### src/hw/rtl/tcw_pkg.sv
`timescale 1ns / 1ps
// tcw_pkg: shared constants, field widths and types for the text console writer.
// No dependencies; every other file of the block except tcw_ram imports it.

package tcw_pkg;

    // Default screen geometry
    localparam int COLUMNS_DEF = 80;
    localparam int ROWS_DEF    = 25;

    // Fixed field widths of the request and response channels
    localparam int OP_W      = 2;
    localparam int CHAR_W    = 8;
    localparam int INDEX_W   = 11;
    localparam int ATTR_W    = 8;
    localparam int ROW_OUT_W = 5;
    localparam int COL_OUT_W = 7;

    // Operation codes
    localparam logic [OP_W-1:0] OP_PUT   = 2'd0;
    localparam logic [OP_W-1:0] OP_READ  = 2'd1;
    localparam logic [OP_W-1:0] OP_CLEAR = 2'd2;

    // Control characters and attribute after reset
    localparam logic [CHAR_W-1:0] CODE_NEWLINE = 8'd10;
    localparam logic [CHAR_W-1:0] CODE_RETURN  = 8'd13;
    localparam logic [ATTR_W-1:0] RESET_ATTR   = 8'd15;

    // One screen cell as stored in the memory
    typedef struct packed {
        logic [ATTR_W-1:0] attr;
        logic [CHAR_W-1:0] code;
    } cell_t;

    // What a put needs beyond the cursor update
    typedef struct packed {
        logic scroll;   // scroll the screen up one row first
        logic write;    // store a printable character
    } put_flags_t;

    typedef enum logic [2:0] {
        ST_INIT,    // clearing pass after reset
        ST_IDLE,
        ST_READ,    // cell read in flight
        ST_CLEAR,   // blank every cell
        ST_COPY,    // scroll: move rows up
        ST_BLANK,   // scroll: blank bottom row
        ST_WRITE,   // store the character
        ST_DONE     // hand the result to the output register
    } state_t;

endpackage

### src/hw/rtl/tcw_put_plan.sv
`timescale 1ns / 1ps
// tcw_put_plan: works out the cursor move, scroll and cell address of one put.
// Depends on tcw_pkg.

module tcw_put_plan #(
    parameter int COLUMNS = tcw_pkg::COLUMNS_DEF,
    parameter int ROWS    = tcw_pkg::ROWS_DEF,
    localparam int RW     = $clog2(ROWS + 1),
    localparam int CW     = $clog2(COLUMNS + 1),
    localparam int AW     = $clog2(ROWS * COLUMNS)
) (
    input  logic [RW-1:0]               row,
    input  logic [CW-1:0]               col,
    input  logic [tcw_pkg::CHAR_W-1:0]  code,
    output tcw_pkg::put_flags_t         flags,
    output logic [RW-1:0]               row_next,
    output logic [CW-1:0]               col_next,
    output logic [AW-1:0]               addr
);
    import tcw_pkg::*;

    localparam logic [RW-1:0] ROW_LAST = RW'(ROWS - 1);
    localparam logic [RW-1:0] ROW_END  = RW'(ROWS);
    localparam logic [CW-1:0] COL_END  = CW'(COLUMNS);

    logic          pend;
    logic [RW-1:0] r0;
    logic [CW-1:0] c0;
    logic [RW-1:0] rw;
    logic [CW-1:0] cw;

    always_comb
    begin
        // a row past the bottom means a scroll is owed before anything else
        pend         = (row >= ROW_END);
        r0           = pend ? ROW_LAST : row;
        c0           = pend ? '0 : col;
        rw           = r0;
        cw           = c0;
        flags.scroll = pend;
        flags.write  = 1'b0;
        row_next     = r0;
        col_next     = '0;

        if (code == CODE_NEWLINE)
        begin
            row_next = r0 + 1'b1;
        end
        else if (code != CODE_RETURN)
        begin
            // wrap at the right edge, scroll when the wrap leaves the screen
            if (c0 >= COL_END)
            begin
                cw = '0;
                rw = r0 + 1'b1;
                if (rw >= ROW_END)
                begin
                    rw           = ROW_LAST;
                    flags.scroll = 1'b1;
                end
            end
            flags.write = 1'b1;
            row_next    = rw;
            col_next    = cw + 1'b1;
        end

        addr = AW'(AW'(rw) * AW'(COLUMNS)) + AW'(cw);
    end

endmodule
### config.mk
export PLATFORM = sky130hd
export DESIGN_NAME = tcw_put_plan
export DESIGN_NICKNAME = d
export VERILOG_FILES = /design/src/hw/rtl/tcw_pkg.sv /design/src/hw/rtl/tcw_put_plan.sv
export SDC_FILE = /design/constraint.sdc
export NUM_CORES = 1
export LEC_CHECK = 0
export BUFFER_PORTS_ARGS = -buffer_cell sky130_fd_sc_hd__buf_2
export CAP_MARGIN = 15
export CORE_MARGIN = 8
export CORE_UTILIZATION = 40
export DETAILED_ROUTE_END_ITERATION = 12
export GPL_ROUTABILITY_DRIVEN = 0
export PLACE_DENSITY = 0.72
export SYNTH_ARGS = -nofsm -noshare
export SYNTH_HDL_FRONTEND = slang
export SYNTH_SLANG_ARGS = --single-unit
### constraint.sdc
create_clock -name vclk -period 5.2
set_clock_uncertainty 0.2 [all_clocks]
set_input_delay 0.52 -clock vclk [all_inputs]
set_output_delay 0.52 -clock vclk [all_outputs]
set_load 0.005 [all_outputs]
; ---- Word level (Yosys, flattened, before mapping)
; Index checks and enable logic that the tools add are counted.
[totals]
word_cells = 27
output_inout_bits = 25
reg_bits = 0
in_bits = 20
[op_classes]
muxes = 18
n_addsub = 3
n_eq_ne = 2
n_mul = 1
magnitude_cmp = 3
[op_table]
columns = operator, n
row1 = two-way mux 7 bit, 8
row2 = two-way mux 5 bit, 6
row3 = adder 11 x 7 -> 11 bit, 1
row4 = >= comparator 5 bit (second input constant), 2
row5 = == test 8 x 4 -> 1 bit (second input constant), 1
row6 = inequality test 8 x 4 -> 1 bit (second input constant), 1
row7 = adder 7 x 1 -> 7 bit (second input constant), 1
row8 = >= comparator 7 bit (second input constant), 1
row9 = multiplier 5 x 3 -> 7 bit (second input constant), 1
row10 = adder 5 x 1 -> 5 bit (second input constant), 1
row11 = two-way mux 2 bit, 2
row12 = two-way mux 1 bit, 2

; ---- Depth between registers and ports, before layout
; Gate-level depths: netlist (run 1).
[logic_depth]
ltp_word = 10
ltp_mapped = 17
ltp_nobuf = 15

; ---- Worst setup path after synthesis (run 1)
; OpenSTA, ideal clock, no wires.
[synth_timing]
kind = in2out
start = input row[4]
end = output addr[10]
path_buffers = 2
cell_stages = 17
setup_slack_ps = 805
t_arrival_ps = 3675
path_cell_list = clkbuf_1 nand2_1 nand2_1 ha_1 clkbuf_1 inv_1 nor4_1 a22oi_1 o22ai_1 a311oi_1 ha_1 fa_1 nand2_1 o21bai_1 mux2_2 o22ai_1 xor2_1
[synth_via]
elab_chain_cells = 10
word_cells_on_any_way = 17
classes_between = 2 x add/sub / 1 x mul / 3 x order compare / 11 x mux
[synth_lines]
columns = element, line_no
row1 = from (decl), tcw_put_plan.sv:12  ; input logic [RW-1:0] row,
row2 = >= comparator 5 bit, tcw_put_plan.sv:35  ; pend = (row >= ROW_END);
row3 = two-way mux 5 bit, tcw_put_plan.sv:36  ; r0 = pend ? ROW_LAST : row;
row4 = adder 5 x 1 -> 5 bit, tcw_put_plan.sv:55  ; rw = r0 + 1'b1;
row5 = >= comparator 5 bit, tcw_put_plan.sv:56  ; if (rw >= ROW_END)
row6 = two-way mux 5 bit, tcw_put_plan.sv:56
row7 = two-way mux 5 bit, tcw_put_plan.sv:52  ; if (c0 >= COL_END)
row8 = two-way mux 5 bit, tcw_put_plan.sv:49  ; else if (code != CODE_RETURN)
row9 = two-way mux 5 bit, tcw_put_plan.sv:45  ; if (code == CODE_NEWLINE)
row10 = multiplier 5 x 3 -> 7 bit, tcw_put_plan.sv:67  ; addr = AW'(AW'(rw) * AW'(COLUMNS)) + AW'(cw);
row11 = adder 11 x 7 -> 11 bit (*), tcw_put_plan.sv:67
row12 = to (decl), tcw_put_plan.sv:18  ; output logic [AW-1:0] addr
; Every way passes the cells marked *; elsewhere a longest branch is shown, timed or not. The select of a mux whose other input is x is not followed.

; ---- Worst setup path after layout (run 1)
[layout_timing]
start = input row[3]
end = output addr[10]
; The elaborated chain is that of the path after synthesis.

==> results of run 1 <==
area by class of cell:
cell class	instances	area [µm²]	share of cell area [%]
Tap cell	30	37.5	2.92
Inverter	6	22.5	1.75
Timing Repair Buffer	46	233	18.1
Multi-Input combinational cell	135	995	77.3
worst max-delay path, stage by stage:
cell and delay [ns]:
buf_2 0.20, nand2_1 0.23, nand2_1 0.12, ha_1 0.42, inv_1 0.12, nor4_1 0.28
a22oi_1 0.12, o22ai_1 0.18, a311oi_1 0.07, ha_1 0.25, fa_1 0.47, nand2_1 0.10
o21bai_1 0.17, mux2_2 0.37, o22ai_1 0.15, xor2_1 0.15, buf_2 0.13
cells by family after synthesis:
kind of cell	Yosys count
and+or+nand+nor	72
AOI/OAI and AO/OA	33
xor gates and xnor gates	15
buffers and inverters	14
adders and majority gates	12
muxes	3
Yosys cell counts (2+ instances only):
master	n
nor2_1	15
nor3b_1	2
nand2_1	14
o21bai_1	3
nand3_1	5
nor2b_1	5
and4_1	2
inv_1	5
nor3_1	2
o21ai_0	5
mux2_2	3
nor4_1	2
clkbuf_1	5
a31oi_1	2
fa_1	2
o22ai_1	2
ha_1	10
nand4b_1	2
a21oi_1	6
xor2_1	6
xnor2_1	9
and2_1	9
and3_1	5
routing by layer:
layer / up-vias / part of all wire [%] / global-route usage, %
li1: 613 / - / -
met4: 0 / 0 / 0
met1: 549 / 45 / 15.1
met3: 0 / 5.6 / 2.48
met2: 29 / 49 / 23.4
met5: - / 0 / 0
worst max-delay path by stage:
stage | start | to | slack [ns] | cells past startpoint
final | row[3] | addr[10] | 0.43 | 17
after detailed placement | row[3] | addr[10] | 0.47 | 17
after global routing | row[3] | addr[10] | 0.22 | 17
after floorplan | row[4] | addr[10] | 0.80 | 17
after global placement | row[3] | addr[10] | 0.66 | 17
after CTS | row[3] | addr[10] | 0.46 | 17
power by group through the flow:
stage                     clock, µW  sequential, µW  combinational, µW
after CTS                         0               0                155
after global routing              0               0                173
final                             0               0                154
after detailed placement          0               0                154
after global placement            0               0                151
after floorplan                   0               0                102
metrics by stage:
step,std cells,hold WS (ns),total power (µW)
finish,217,1.14,154
global route,217,1.16,173
CTS,217,1.14,155
detailed placement,217,1.14,154
global placement,217,1.14,151
floorplan,149,0.876,102
==> flow_summary.toml, run 1 <==
[floorplan]
core_area_um2 = 2500
dieHeight_um = 67.5
initial_core_util_pct = 42.4
design.die.area_um2 = 4550
pin_count = 45
row_count = 18
die_width_um = 67.5

[power_and_ir_drop]
combinationalPowerShare_pct = 100.0
p_int_uw = 73.2
p_seq_share_pct = 0
swShare_pct = 52.3
p_leak_uw = 0.000631
p_per_area_nw_per_um2 = 119
peakVddDrop_v = 0.0000651
switchingPower_uw = 80.4
clkPwrFrac_pct = 0

[hold_path]
hold_path_depth = 3
hp-class = "input pin to output pin"
min_from = "col[1]"
worst_hold_path.endpoint = "addr[1]"

[global_routing]
antenna_found_initial = 0
grt_usage_pct = 12.5
grt_max_degree = 19
grt_pass1_wl_mm = 4.85
grt_pass1_vias = 1137
overflow = 0

[worst_setup_path]
cp_data_arrival_time_ns = 4.05
path_class = "input pin to output pin"
start_kind = "input pin"
endpoint_kind = "output pin"
critPathMaxFanout = 18
required_ns = 4.48

[cells_and_area]
num_antenna_cells = 0
seq_area_um2 = 0
num-fill-cells = 258
n_clock_buffer = 0
final_cell_mix = "buf_2 (45), nor2_1 (15), nand2_1 (14)"
layout.nets = 221
design.seq.count = 0
postLayoutCellArea_um2 = 1290
layout_commonest_cell = "buf_2"
postLayoutCoreUtil_pct = 51.5
area_growth_pct = 21.5
drive_above_1_share_pct = 31.6

[yosys]
synth_top_family_by_area = "simple AND/OR/NAND/NOR gates"
synth_cell_types = 51
ys_warn_count = 0
synth_xor_area_share_pct = 12.4
synth-simple-area-share_pct = 38.1
synth_seq_area_share_pct = 0
netlist_area_um2 = 1060
synth_area_leader_cell = "ha_1"
syn_area_per_cell_um2 = 7.11
syn-instance-count = 149
synth_compound_area_share_pct = 24.6
yosysTopAreaCellShare_pct = 11.8
yosys-top-cells-area = "ha_1 (12%), xnor2_1 (7.4%), and2_1 (5.3%)"
synth_adder_area_share_pct = 15.6
synthMuxAreaShare_pct = 3.19
syn-num-nets = 181

[place]
preCtsSetupSlack_ns = 0.467
dpl-instance-area_um2 = 1290
io_buffers = 45
hpwl_mm = 2.44

[route]
wl_per_cell_um = 13.5
drt_iter0_drc = 23
vias = 1191
drtAntennaViolNets = 0
wirelength_mm = 2.92
drtPass1Iterations = 4
vias_per_cell = 5.49
drc = 0

[cts]
cts_hold_buf = 0
post_cts_buffers = 0
cts_resized = 0

[sta]
fin_crit_sh_pct = 91.7
final_max_slew_viol_count = 0
setup_tns_ns = 0
max_freq_mhz = 210
setup_violations = 0
fin_ws_ns = 0.432
rsz0062_at_grt = "no"
min_period_ns = 4.77
relSlewSlack_pct = 71.3
tightest_slew_ns = 0.430
hold_violations = 0

[status]
run_status = "complete, no violations"

[run]
cap_violations = 0
No activity file was read; power rests on OpenSTA's default activity.
==> run 2: changes to the inputs <==
--- a/config.mk
+++ b/config.mk
@@ -7,6 +7,7 @@
 export LEC_CHECK = 0
 export BUFFER_PORTS_ARGS = -buffer_cell sky130_fd_sc_hd__buf_2
 export CAP_MARGIN = 15
+export CORE_ASPECT_RATIO = 0.75
 export CORE_MARGIN = 8
 export CORE_UTILIZATION = 40
 export DETAILED_ROUTE_END_ITERATION = 12
==> flow_summary.toml, run 2 (synthesis gave the netlist of run 1 again) <==
[status]
run_status = "complete, no violations"

[route]
drt_iter0_drc = 92
wl_per_cell_um = 13.1
vias_per_cell = 5.34
drtPass1Iterations = 4
wirelength_mm = 2.93
vias = 1191
drtAntennaViolNets = 0
drc = 0

[cells_and_area]
layout_commonest_cell = "buf_2"
area_growth_pct = 22.2
num-fill-cells = 277
drive_above_1_share_pct = 31.6
num_antenna_cells = 0
postLayoutCellArea_um2 = 1290
design.seq.count = 0
layout.nets = 221
n_clock_buffer = 0
seq_area_um2 = 0
final_cell_mix = "buf_2 (45), nor2_1 (15), nand2_1 (14)"

[sta]
hold_violations = 0
relSlewSlack_pct = 69.3
tightest_slew_ns = 0.460
max_freq_mhz = 210
final_max_slew_viol_count = 0
setup_tns_ns = 0
fin_crit_sh_pct = 91.5
rsz0062_at_grt = "no"
setup_violations = 0
min_period_ns = 4.76

[global_routing]
grt_max_degree = 19
grt_pass1_vias = 1162
overflow = 0
grt_pass1_wl_mm = 4.92
grt_usage_pct = 13.0
antenna_found_initial = 0

[worst_setup_path]
required_ns = 4.48
cp_data_arrival_time_ns = 4.04
crit_top_cell = "nand2_1"
worstPathCellList = "buf_2 -> nand2_1 -> nand2_1 -> ha_1 -> inv_1 -> nor4_1 -> a22oi_1 -> o22ai_1 -> a311oi_1 -> ha_1 -> fa_1 -> nand2_1 -> o21bai_1 -> mux2_2 -> o22ai_1 -> xor2_1 -> buf_2"
endpoint_kind = "output pin"
critical_path.max_stage_delay_ns = 0.48
path_class = "input pin to output pin"
start_kind = "input pin"
critPathMaxFanout = 18
slowest_stage = "fa_1"

[floorplan]
pin_count = 45
dieHeight_um = 60.6
core_area_um2 = 2560
design.die.area_um2 = 4570
die_width_um = 75.4
initial_core_util_pct = 41.4
row_count = 16

[power_and_ir_drop]
combinationalPowerShare_pct = 100.0
p_seq_share_pct = 0
clkPwrFrac_pct = 0
p_leak_uw = 0.000631
p_int_uw = 73.4
switchingPower_uw = 79.4
peakVddDrop_v = 0.0000451
p_per_area_nw_per_um2 = 118
swShare_pct = 52.0

[run]
cap_violations = 0

[cts]
cts_resized = 0
post_cts_buffers = 0
cts_hold_buf = 0

[place]
dpl-instance-area_um2 = 1290
io_buffers = 45
hpwl_mm = 2.45

[hold_path]
hold_path_depth = 3
hp-class = "input pin to output pin"
[run 2: per-stage QoR]
step	std cells	hold slack [ns]	power [µW]	util (%)	worst slack, ns
6_report	223	1.14	153	50.5	0.441
5_1_grt	223	1.16	174	50.5	0.131
4_1_cts	223	1.14	155	50.5	0.459
3_5_place_dp	223	1.14	153	50.5	0.475
3_3_place_gp	223	1.14	152	50.5	0.650
2_1_floorplan	149	0.876	102	-	0.805
[run 2: layout make-up]
type	instances	area, µm²	share of cell area (%)
Inverter	6	22.5	1.74
Tap cell	36	45.0	3.48
Multi-Input combinational cell	135	995	76.8
Timing Repair Buffer	46	233	18.0
[run 2: routing by layer]
layer  share of wire (%)  vias up  global-route usage, %
met2                  42       42                   20.9
met3                 7.8        4                   1.16
met5                   0        -                      0
met1                  50      530                   18.5
met4                0.75        0                   1.91
li1                    -      615                      -
[run 2: worst max-delay path, delay by kind of cell]
kind	cells	cell delay, ns
mux	1	0.36
compound gates	5	0.66
fa+ha+maj	3	1.15
xor+xnor	1	0.14
simple gates	4	0.73
buf+inv	3	0.44
[run 2: path summary, 6_finish.rpt]
kind / start / end / slack (ns)
max: row[3] / addr[10] / 0.44
min: col[0] / addr[0] / 1.14
[run 2: power by group through the flow]
stage | combinational [µW] | sequential, µW | clock [µW]
floorplan | 102 | 0 | 0
finish | 153 | 0 | 0
global placement | 152 | 0 | 0
detailed placement | 153 | 0 | 0
CTS | 155 | 0 | 0
global route | 174 | 0 | 0
